<file path="src/hdl/cpf_pkg.sv">
`default_nettype none
// ----------------------------------------------------------------------------
// CRC-8 packet framer package
// Shared types, link constants and the CRC-8 byte update used by the framer.
// ----------------------------------------------------------------------------
package cpf_pkg;

  localparam logic [7:0] START_BYTE = 8'h5B;
  localparam logic [7:0] CRC_POLY   = 8'h85;

  typedef enum logic {
    MODE_HEADER  = 1'b0,
    MODE_PAYLOAD = 1'b1
  } mode_t;

  typedef struct packed {
    logic [7:0] payload_byte;
    logic [7:0] payload_length;
    logic [7:0] response_code;
    mode_t      mode;
  } item_t;

  function automatic logic [7:0] crc8_byte(input logic [7:0] msg, input logic [7:0] crc);
    logic [7:0] c;
    logic       carry;
    c = crc;
    for (int k = 7; k >= 0; k--) begin
      carry = c[7];
      c = {c[6:0], msg[k]};
      if (carry) begin
        c = c ^ CRC_POLY;
      end
    end
    return c;
  endfunction

  localparam logic [7:0] CRC_START = crc8_byte(START_BYTE, 8'h00);

endpackage
`default_nettype wire

</file>
<file path="src/hdl/crc8_packet_framer.sv">
`default_nettype none
// ----------------------------------------------------------------------------
// CRC-8 packet framer
// Builds length-prefixed response packets closed by a CRC-8 byte.
// ----------------------------------------------------------------------------
// Requests enter on the s_axis channel: tuser selects a header (0) or a
// payload byte (1). A header sends the start byte, the response code and
// the length; a zero length sends the CRC byte at once. Payload bytes of an
// open packet pass through, and the last one is followed by the CRC byte.
// Payload bytes outside an open packet are dropped without output; a new
// header abandons an open packet.
// Output bytes leave on m_axis: tuser marks the CRC byte, tlast marks the
// last byte caused by a request.
// Each output byte is registered in the output register before m_axis. A
// request holds the input register until its last output byte enters the
// output register: a payload byte yields one byte, the closing payload byte
// two, a header three or four, so payload streams at one byte per cycle
// while m_axis_tready stays high; a dropped request leaves without output.
// When m_axis_tready is low with a byte waiting, the output register holds
// its byte and the input register its request, so s_axis_tready falls.
// Reset clears the packet state (no packet open, CRC zero) and both
// registers' valid flags.
// ----------------------------------------------------------------------------
module crc8_packet_framer (
  input  wire logic        clk,
  input  wire logic        rst,
  input  wire logic        s_axis_tvalid,
  output logic             s_axis_tready,
  input  wire logic [23:0] s_axis_tdata,  // payload_byte, payload_length, response_code
  input  wire logic        s_axis_tuser,  // mode
  output logic             m_axis_tvalid,
  input  wire logic        m_axis_tready,
  output logic [7:0]       m_axis_tdata,  // tx_byte
  output logic             m_axis_tuser,  // end_of_packet
  output logic             m_axis_tlast   // end_of_run
);

  logic           in_valid;
  cpf_pkg::item_t item;
  logic           consume;

  assign s_axis_tready = !in_valid || consume;

  always_ff @(posedge clk) begin
    if (rst) begin
      in_valid <= 1'b0;
    end else if (s_axis_tvalid && s_axis_tready) begin
      in_valid <= 1'b1;
    end else if (consume) begin
      in_valid <= 1'b0;
    end
  end

  always_ff @(posedge clk) begin
    if (s_axis_tvalid && s_axis_tready) begin
      item.mode           <= cpf_pkg::mode_t'(s_axis_tuser);
      item.response_code  <= s_axis_tdata[7:0];
      item.payload_length <= s_axis_tdata[15:8];
      item.payload_byte   <= s_axis_tdata[23:16];
    end
  end

  cpf_framer u_framer (
    .clk           (clk),
    .rst           (rst),
    .item_valid    (in_valid),
    .item          (item),
    .consume       (consume),
    .m_axis_tvalid (m_axis_tvalid),
    .m_axis_tready (m_axis_tready),
    .m_axis_tdata  (m_axis_tdata),
    .m_axis_tuser  (m_axis_tuser),
    .m_axis_tlast  (m_axis_tlast)
  );

endmodule
`default_nettype wire

</file>
<file path="src/hdl/cpf_framer.sv">
`default_nettype none
// ----------------------------------------------------------------------------
// CRC-8 packet framer core
// Holds the packet state and steps one buffered request through its output
// bytes into the output register, one per cycle unless m_axis stalls.
// ----------------------------------------------------------------------------
module cpf_framer (
  input  wire logic          clk,
  input  wire logic          rst,
  input  wire logic          item_valid,
  input  wire cpf_pkg::item_t item,
  output logic               consume,
  output logic               m_axis_tvalid,
  input  wire logic          m_axis_tready,
  output logic [7:0]         m_axis_tdata,  // tx_byte
  output logic               m_axis_tuser,  // end_of_packet
  output logic               m_axis_tlast
);

  logic [1:0] step;
  logic [1:0] step_next;
  logic [7:0] running_crc;
  logic [7:0] running_crc_next;
  logic [7:0] bytes_remaining;
  logic [7:0] bytes_remaining_next;
  logic       packet_open;
  logic       packet_open_next;

  logic       emit;
  logic       drop;
  logic       advance;
  logic [7:0] res_byte;
  logic       res_eop;
  logic       res_last;

  always_comb begin
    emit                 = 1'b0;
    drop                 = 1'b0;
    res_byte             = 8'h00;
    res_eop              = 1'b0;
    res_last             = 1'b0;
    running_crc_next     = running_crc;
    bytes_remaining_next = bytes_remaining;
    packet_open_next     = packet_open;
    if (item_valid) begin
      if (item.mode == cpf_pkg::MODE_HEADER) begin
        emit = 1'b1;
        case (step)
          2'd0: begin
            res_byte         = cpf_pkg::START_BYTE;
            running_crc_next = cpf_pkg::CRC_START;
          end
          2'd1: begin
            res_byte         = item.response_code;
            running_crc_next = cpf_pkg::crc8_byte(item.response_code, running_crc);
          end
          2'd2: begin
            res_byte         = item.payload_length;
            running_crc_next = cpf_pkg::crc8_byte(item.payload_length, running_crc);
            if (item.payload_length != 8'h00) begin
              res_last             = 1'b1;
              packet_open_next     = 1'b1;
              bytes_remaining_next = item.payload_length;
            end
          end
          default: begin
            res_byte             = cpf_pkg::crc8_byte(8'h00, running_crc);
            res_eop              = 1'b1;
            res_last             = 1'b1;
            running_crc_next     = 8'h00;
            packet_open_next     = 1'b0;
            bytes_remaining_next = 8'h00;
          end
        endcase
      end else if (step == 2'd0 && (!packet_open || bytes_remaining == 8'h00)) begin
        drop = 1'b1;
      end else begin
        emit = 1'b1;
        if (step == 2'd0) begin
          res_byte             = item.payload_byte;
          running_crc_next     = cpf_pkg::crc8_byte(item.payload_byte, running_crc);
          bytes_remaining_next = bytes_remaining - 8'd1;
          res_last             = (bytes_remaining != 8'd1);
        end else begin
          res_byte         = cpf_pkg::crc8_byte(8'h00, running_crc);
          res_eop          = 1'b1;
          res_last         = 1'b1;
          running_crc_next = 8'h00;
          packet_open_next = 1'b0;
        end
      end
    end
    advance = emit && (!m_axis_tvalid || m_axis_tready);
    consume = drop || (advance && res_last);
    if (consume) begin
      step_next = 2'd0;
    end else if (advance) begin
      step_next = step + 2'd1;
    end else begin
      step_next = step;
    end
  end

  always_ff @(posedge clk) begin
    if (rst) begin
      step            <= 2'd0;
      running_crc     <= 8'h00;
      bytes_remaining <= 8'h00;
      packet_open     <= 1'b0;
      m_axis_tvalid   <= 1'b0;
    end else begin
      step <= step_next;
      if (advance) begin
        running_crc     <= running_crc_next;
        bytes_remaining <= bytes_remaining_next;
        packet_open     <= packet_open_next;
        m_axis_tvalid   <= 1'b1;
      end else if (m_axis_tready) begin
        m_axis_tvalid <= 1'b0;
      end
    end
  end

  always_ff @(posedge clk) begin
    if (advance) begin
      m_axis_tdata <= res_byte;
      m_axis_tuser <= res_eop;
      m_axis_tlast <= res_last;
    end
  end

endmodule
`default_nettype wire
</file>
<file path="config.mk">
export PLATFORM = sky130hd
export DESIGN_NAME = crc8_packet_framer
export DESIGN_NICKNAME = d
export VERILOG_FILES = /design/src/hdl/cpf_pkg.sv /design/src/hdl/crc8_packet_framer.sv /design/src/hdl/cpf_framer.sv
export SDC_FILE = /design/constraint.sdc
export NUM_CORES = 1
export LEC_CHECK = 0
export ABC_AREA = 1
export BUFFER_PORTS_ARGS = -buffer_cell sky130_fd_sc_hd__clkbuf_2
export CELL_PAD_IN_SITES_DETAIL_PLACEMENT = 1
export CELL_PAD_IN_SITES_GLOBAL_PLACEMENT = 2
export CORE_MARGIN = 5
export CORE_UTILIZATION = 37
export CTS_BUF_LIST = sky130_fd_sc_hd__clkbuf_8
export CTS_CLUSTER_DIAMETER = 50
export DETAILED_ROUTE_END_ITERATION = 8
export PLACE_DENSITY_LB_ADDON = 0.15
export SYNTH_ARGS = -nofsm -noshare
export SYNTH_HDL_FRONTEND = slang
export SYNTH_SLANG_ARGS = --single-unit
</file>
<file path="constraint.sdc">
create_clock -name clk -period 2.8 [get_ports clk]
set_input_delay 0.14 -clock clk [delete_from_list [all_inputs] [get_ports clk]]
set_output_delay 0.14 -clock clk [all_outputs]
set_load 0.01 [all_outputs]
</file>
-- Yosys cells after proc, flatten, opt, wreduce, memory -nomap -nowiden
Cells that the tools add are included.
- register bits after elaboration: 56
- output and inout port bits: 12
- logic and storage cells: 280
- input bits: 29
- reductions and logical operators: 22
- bitwise logic cells: 39
- $add $sub $neg: 2
- equality and inequality tests: 8
- multiplexer cells: 196
- operators by type and width (operator ; number):
    $mux 8 ; 168
    $not 3->3 ; 39
    $pmux 8 s3 ; 2
    $mux 1 ; 23
    $pmux 8 s2 ; 1
    $reduce_and 6->1 ; 2
    $logic_not 8->1 ; 1
    $ne 8x1->1 const B ; 1
    $reduce_bool 8->1 ; 1
    $sub 8x1->8 const B ; 1
    $logic_and 1x1->1 ; 4
    $logic_or 1x1->1 ; 4
    $ne 2x1->1 const B ; 2
    $ne 2x2->1 const B ; 2
    $pmux 1 s2 ; 2
    $reduce_bool 2->1 ; 2
    $reduce_or 2->1 ; 2
    $logic_not 1->1 ; 3
    $ne 3x2->1 const B ; 1
    $reduce_and 3->1 ; 1
    $reduce_or 3->1 ; 1
    $add 2x1->2 const B ; 1
    $eq 2x1->1 const B ; 1
    $eq 2x2->1 const B ; 1
    $logic_not 2->1 ; 1

-- Logic depth before layout (Yosys ltp)
Gate-level depths: netlist of run 1.
- word-level depth: 47
- mapped depth: 18
- gate-level depth less buffers: 18

-- Hierarchy
From an unflattened synthesis of run 1, not the netlist that was laid out.
- cell total of the unflattened synthesis: 398
- area, all modules: 3343.2 sq um
- modules (own cells, without submodules) (module ; area each (sq um) ; instances ; cells an instance):
    cpf_framer ; 2544.9 ; 1 ; 367
    crc8_packet_framer ; 798.3 ; 1 ; 31

-- Least setup slack after synthesis of run 1
No wires, ideal clock.
- path type: register to register
- start: reg u_framer.step[0]
- end: reg, netlist name item[0]
- slack: 306 ps
- setup time: 380 ps
- stages on the path, launching flop included: 13
- required time: 2420 ps
- arrival time: 2114 ps
- cells stage by stage: dfxtp_1 > inv_1 > ha_1 > clkbuf_1 > nand2_1 > nor2_2 > nor2_1 > nand2_2 > inv_2 > a22oi_1 > nand2_1 > nand2_1 > inv_1
- word-level cells in the longest chain between the ends: 10
- ends and longest elaborated chain (item ; line ; RTL):
    start: declaration ; cpf_framer.sv:20 ; logic [1:0] step;
    start signal: assignment ; cpf_framer.sv:112 ; step <= step_next;
    branches (longest 7 deep; another with $eq 2x1->1) ; - ;
    $logic_or 1x1->1 (*) ; cpf_framer.sv:94 ; consume = drop || (advance && res_last);
    $logic_or 1x1->1 (*) ; crc8_packet_framer.sv:42 ; assign s_axis_tready = !in_valid || consume;
    net s_axis_tready ; crc8_packet_framer.sv:28 ; output logic s_axis_tready,
    $logic_and 1x1->1 (*) ; crc8_packet_framer.sv:55 ; if (s_axis_tvalid && s_axis_tready) begin
Mark *: on every way through the listed nets, which the timed path passes.
A chain may end at the register's enable or synchronous reset.

-- Final worst setup path of run 1
- start: reg u_framer.step[0]
- end: out s_axis_tready
- word-level cells in the longest chain between the ends: 9
- ends and longest elaborated chain (item ; line):
    branches (longest 7 deep; another with $eq 2x1->1) ; -
    $logic_or 1x1->1 (*) ; cpf_framer.sv:94
    $logic_or 1x1->1 (*) ; crc8_packet_framer.sv:42
    end: declaration ; crc8_packet_framer.sv:28
Every way passes the cells marked *.

==> results of run 1 <==
==> cell families after synthesis <==
group                      share of synthesized area
adders and majority gates                     0.0260
buffers and inverters                         0.0781
DFF                                            0.437
and+or+nand+nor                                0.249
AOI/OAI and AO/OA                              0.172
xor gates and xnor gates                      0.0376
==> through the flow <==
step | area [sq um] | std cells | power [mW] | setup WS [ns] | utilization
detailed placement | 3730 | 531 | 1.80 | 0.381 | 0.423
floorplan | 3360 | 386 | 1.59 | 0.306 | -
global placement | 3730 | 531 | 1.79 | 0.518 | 0.423
global route | 4060 | 563 | 2.43 | 0.0226 | 0.461
finish | 4060 | 563 | 2.28 | 0.337 | 0.461
CTS | 4020 | 559 | 2.30 | 0.334 | 0.456
==> area by class of cell <==
| type | instances | area share |
|---|---|---|
| Multi-Input combinational cell | 261 | 0.402 |
| Inverter | 55 | 0.0509 |
| Timing Repair Buffer | 75 | 0.129 |
| Tap cell | 108 | 0.0333 |
| Clock inverter | 3 | 0.00555 |
| Sequential cell | 56 | 0.363 |
| Clock buffer | 5 | 0.0170 |
==> layer usage <==
layer / routed length [microns] / up-vias / track usage
met5: 0 / - / 0
met4: 90 / 0 / 0.0272
met3: 246 / 7 / 0.0269
met2: 4680 / 47 / 0.309
met1: 5180 / 1423 / 0.274
li1: - / 1479 / -
==> flip-flops by register name, summed over array words and instances, names as in the netlist <==
name / count
item: 25
u_framer.bytes_remaining: 8
u_framer.m_axis_tdata: 8
u_framer.running_crc: 8
u_framer.step: 2
in_valid: 1
u_framer.m_axis_tlast: 1
u_framer.m_axis_tuser: 1
u_framer.m_axis_tvalid: 1
u_framer.packet_open: 1
==> cells in the final DEF (no fill, tap or decap), types with 3 or more instances in the layout <==
cell / netlist / final
o21ai_0: 26 / 26
o22ai_1: 10 / 10
clkbuf_8: 0 / 5
nor3_1: 3 / 3
buf_4: 0 / 11
nand2_1: 54 / 54
nand3b_1: 4 / 4
a21oi_1: 26 / 26
xor2_1: 6 / 6
edfxtp_1: 35 / 35
xnor2_1: 4 / 4
dlygate4sd3_1: 0 / 24
a31oi_1: 13 / 13
nand3_4: 6 / 6
clkbuf_2: 0 / 40
nand2_2: 6 / 6
o21ai_1: 4 / 4
a211oi_1: 6 / 6
inv_2: 6 / 6
nand2_4: 5 / 5
nand3_1: 25 / 25
nand3_2: 4 / 4
ha_1: 7 / 7
nor2_1: 21 / 21
dfxtp_1: 21 / 21
inv_1: 48 / 48
nor4_1: 7 / 7
nand2_8: 3 / 3
==> worst max-delay path by stage <==
stage / startpoint / depth (start not counted) / end
2_1_floorplan: u_framer.step[0]$_SDFFE_PP0P_ / 12 / item[0]$_DFFE_PP_
3_5_place_dp: u_framer.step[0]$_SDFFE_PP0P_ / 12 / item[9]$_DFFE_PP_
6_report: u_framer.step[0]$_SDFFE_PP0P_ / 10 / s_axis_tready
5_1_grt: u_framer.step[0]$_SDFFE_PP0P_ / 10 / s_axis_tready
4_1_cts: u_framer.step[0]$_SDFFE_PP0P_ / 10 / s_axis_tready
3_3_place_gp: u_framer.step[0]$_SDFFE_PP0P_ / 12 / item[10]$_DFFE_PP_
==> cells in the mapped netlist (3+ instances only) <==
cell / count / share of area
nand2_1: 54 / 0.060
inv_1: 48 / 0.054
edfxtp_1: 35 / 0.31
a21oi_1: 26 / 0.039
o21ai_0: 26 / 0.039
nand3_1: 25 / 0.037
dfxtp_1: 21 / 0.12
nor2_1: 21 / 0.023
a31oi_1: 13 / 0.024
clkbuf_1: 10 / 0.011
o22ai_1: 10 / 0.019
ha_1: 7 / 0.026
nor4_1: 7 / 0.013
a211oi_1: 6 / 0.013
inv_2: 6 / 0.0067
nand2_2: 6 / 0.011
nand3_4: 6 / 0.031
xor2_1: 6 / 0.016
nand2_4: 5 / 0.017
nand3_2: 4 / 0.012
nand3b_1: 4 / 0.0089
o21ai_1: 4 / 0.0060
xnor2_1: 4 / 0.010
buf_2: 3 / 0.0045
nand2_8: 3 / 0.018
nor3_1: 3 / 0.0045
==> report_power, final <==
group          total (mW)  switching [mW]  internal (mW)  leakage (nW)
sequential           1.01          0.0589          0.946         0.507
combinational       0.803           0.510          0.293          1.10
clock               0.475           0.294          0.181        0.0485
total                2.28           0.863           1.42          1.66
==> timing repair <==
item | in CTS | in global routing
setup endpoints to repair | 0 | 0
hold buffers | 20 | 4
hold endpoints to repair | 20 | 4
buffers inserted | 0 | 0
==> results.cfg, run 1 <==
[status]
status = finished, final reports clean

[logic_synthesis]
ys.flop_type = edfxtp_1
syn_avg_cell_area_sq_um = 8.72
ys_warn_count = 0
syn_area_sq_um = 3360
synthArstFlopShare = 0
syn_inst = 386
synth_seq_area_share = 0.437
synth_seq_cells = 56
syn_nets = 422
synth_edf_count = 35
synth_cell_types = 44

[clock_network]
cts_made_buffers = 5
cts_max_level = 2
cts_sinks = 56
cts_root_buf = clkbuf_8
path_clk_slew_ns = 0.12
cts_resized = 0
cts_tree = done
clockBufferDepth = 2
clk_latency_ns = 0.32

[setup_path]
cpMostUsedCell = nand2_1
critPathRequiredTime_ns = 2.66
cp_slowest_cell = dfxtp_1
r2r_cells = 12
cp-end-kind = output pin
cp-start-kind = register
crit_fanout = 9
crit_family = simple AND/OR/NAND/NOR gates
r2r-end = item[17]$_DFFE_PP_
path_cells = inv_1, ha_1, nand2_1, nor2_2, nor2_1, nand2_2, inv_2, a22oi_1, nand2_1, clkbuf_2
criticalPathCategory = register to output pin
timing.rr.start = u_framer.step[0]$_SDFFE_PP0P_
max_stage_delay_ns = 0.36
rrSetupSlack_ns = 0.35
arrival_ns = 2.32
timing.critical_path.buf_inv = 3

[final_layout]
fillCellCount = 1038
drive_gt1_frac = 0.207
nNetsFinal = 490
n_antenna_cell = 0
multiInputGateArea_sq_um = 1630
seqCellArea_sq_um = 1470
areaGrowthSynthToFinish_pct = 20.6

[sta]
slew_violations = 0
final.setup.tns_ns = 0
final_hold_viol_count = 0
worstMarginPinSlew_ns = 0.481
fin_skew_ns = 0.0107
post-route-period-util = 0.880
setup_viol = 0
fmax_mhz = 406
maxSlewHeadroom = 0.679
rsz0062_at_grt = false
min_period_ns = 2.46
hold-worst-slack_ns = 0.0274

[place]
place_hpwl_mm = 7.76
portBuffers = 40
globalplace.congestion = 0.847

[job]
drv_cap = 0

[detailed_routing]
routed_wl_mm = 10.2
wire_per_inst_microns = 18.1
drtAntennaViolNets = 0
dr.pass1.iters = 4
first_iter_violations = 185
drcViolationCount = 0
via_per_inst = 5.25
vias = 2956

[pwr]
p_leak_nw = 1.66
pwr_density_cell_nw_per_um2 = 563
ir_worst_vdd_uv = 225

[floorplanning]
die_area_sq_um = 11100
die_h_microns = 105
coreArea_sq_um = 8810
die_w_microns = 105
row_count = 34
io_pins = 41
start_util = 0.382

[min_path]
hold_depth = 1
hold_class = input port to register
hold_end = item[18]$_DFFE_PP_
min_from = s_axis_tdata[17]

[global_route]
grt-ovfl-total = 0
grt_start_max_net_pins = 22
grt_pass1_vias = 3122
antenna_found_initial = 0
grt_first_pass_wirelength_mm = 16.8
track_usage = 0.190
Power figures use the tool's default switching activity.
==> run 2, diff against run 1 <==
PLACE_DENSITY = 0.81   (was not set)
PLACE_DENSITY_LB_ADDON = not set   (was 0.15)
SLEW_MARGIN = 20   (was not set)
==> run 2 against run 1 <==
Compared with the run above: clock skew grew 0.0018 ns; maximum frequency shrank 0.87%; first-iteration DRC count shrank 24%; setup slack lost 0.022 ns; global-route usage shrank 0.68 points; die area is the same; combinational power grew 0.9%; register-to-register slack lost 0.04 ns; cell area shrank 0.12%; power grew 0.53%; sequential power is essentially flat; largest cell class unchanged.
==> results.cfg, run 2 (synthesis results as in run 1) <==
[status]
status = finished, final reports clean

[clock_network]
cts_root_buf = clkbuf_8
cts_max_level = 2
clk_latency_ns = 0.32
cts_tree = done
clockBufferDepth = 2
cts_resized = 0
cts_made_buffers = 5
path_clk_slew_ns = 0.10
cts_sinks = 56

[detailed_routing]
dr.pass1.iters = 4
vias = 3008
drtAntennaViolNets = 0
drcViolationCount = 0
via_per_inst = 5.35
first_iter_violations = 140
wire_per_inst_microns = 18.0
routed_wl_mm = 10.1

[sta]
min_period_ns = 2.49
fmax_mhz = 402
post-route-period-util = 0.888
setup_viol = 0
rsz0062_at_grt = false
worstMarginPinSlew_ns = 0.754
maxSlewHeadroom = 0.495
final_hold_viol_count = 0
slew_violations = 0
fin_skew_ns = 0.0125
hold-worst-slack_ns = 0.0162
final.setup.tns_ns = 0

[place]
portBuffers = 40
place_hpwl_mm = 7.72
globalplace.congestion = 0.850
dpl_cell_area_sq_um = 3730

[global_route]
grt_pass1_vias = 3132
track_usage = 0.183
grt_first_pass_wirelength_mm = 16.2
antenna_found_initial = 0
grt_start_max_net_pins = 22
grt-ovfl-total = 0

[final_layout]
drive_gt1_frac = 0.207
fin_area_sq_um = 4050
nNetsFinal = 489
layout_common_cells = nand2_1, inv_1, clkbuf_2
largest_register_ffs = 25
final_common_cell = nand2_1
n_antenna_cell = 0
fillCellCount = 1034
postLayoutCoreUtil = 0.460
areaGrowthSynthToFinish_pct = 20.5
regMostFlops = item

[floorplanning]
start_util = 0.382
coreArea_sq_um = 8810
die_h_microns = 105
die_w_microns = 105
die_area_sq_um = 11100
io_pins = 41
row_count = 34

[setup_path]
path_cells = nand2_1, nor2_2, nor2_1, nand2_2, inv_2, a22oi_1, nand2_1, nand2_1, inv_1, buf_4
cp-end-kind = register
critPathRequiredTime_ns = 2.86
cp-start-kind = register
arrival_ns = 2.55
cp_slowest_cell = edfxtp_1
crit_fanout = 16
criticalPathCategory = register to register
rrSetupSlack_ns = 0.31
max_stage_delay_ns = 0.63
cpMostUsedCell = nand2_1

[pwr]
pwr_density_cell_nw_per_um2 = 566
ir_worst_vdd_uv = 220
p_leak_nw = 1.66
total_power_mw = 2.29

[job]
drv_cap = 0

[min_path]
hold_class = input port to register
-- run 2: cell count changes in the layout (fill, tap and decap cells not counted), sizes merged --
cell	delta
clkinv	-1
clkbuf	+1
dlygate4sd3	-1
-- run 2: per-layer routing --
| layer | part of all wire | track usage |
|---|---|---|
| met3 | 0.029 | 0.0336 |
| met5 | 0 | 0 |
| met1 | 0.47 | 0.242 |
| met2 | 0.49 | 0.321 |
| met4 | 0.0088 | 0.0216 |
-- run 2: area by class of cell --
| type | instances | area [sq um] | area share |
|---|---|---|---|
| Sequential cell | 56 | 1470 | 0.363 |
| Tap cell | 108 | 135 | 0.0333 |
| Clock buffer | 6 | 82.6 | 0.0204 |
| Multi-Input combinational cell | 261 | 1630 | 0.402 |
| Timing Repair Buffer | 74 | 513 | 0.127 |
| Inverter | 55 | 206 | 0.0509 |
| Clock inverter | 2 | 13.8 | 0.00340 |
-- run 2: worst max-delay path, delay by kind of cell, from the launching register on --
kind	cells	cell delay [ns]
compound gates	1	0.21
buf+inv	3	0.31
flops	1	0.63
simple gates	6	1.07
-- run 2: power by group --
| part | total [mW] | internal (mW) | switching (mW) |
|---|---|---|---|
| Sequential | 1.00 | 0.946 | 0.0562 |
| Clock | 0.483 | 0.203 | 0.279 |
| Combinational | 0.810 | 0.291 | 0.519 |
-- run 2: metrics by stage --
stage          setup slack (ns)  instances
2_1_floorplan             0.306        386
3_3_place_gp              0.470        531
3_5_place_dp              0.325        531
4_1_cts                   0.297        558
5_1_grt                  0.0880        562
6_report                  0.315        562
-- run 2: final timing paths --
kind	startpoint	endpoint	cells after the start
setup reg to reg	item[0]$_DFFE_PP_	item[17]$_DFFE_PP_	10
setup / recovery	item[0]$_DFFE_PP_	item[17]$_DFFE_PP_	10
hold / removal	s_axis_tdata[23]	item[24]$_DFFE_PP_	1
hold reg to reg	u_framer.bytes_remaining[5]$_SDFFE_PP0P_	u_framer.bytes_remaining[5]$_SDFFE_PP0P_	2
-- run 2: repair_timing --
item                      4_1_cts  5_1_grt
hold buffers                   19        4
setup buffers                   0        0
hold endpoints to repair       19        4
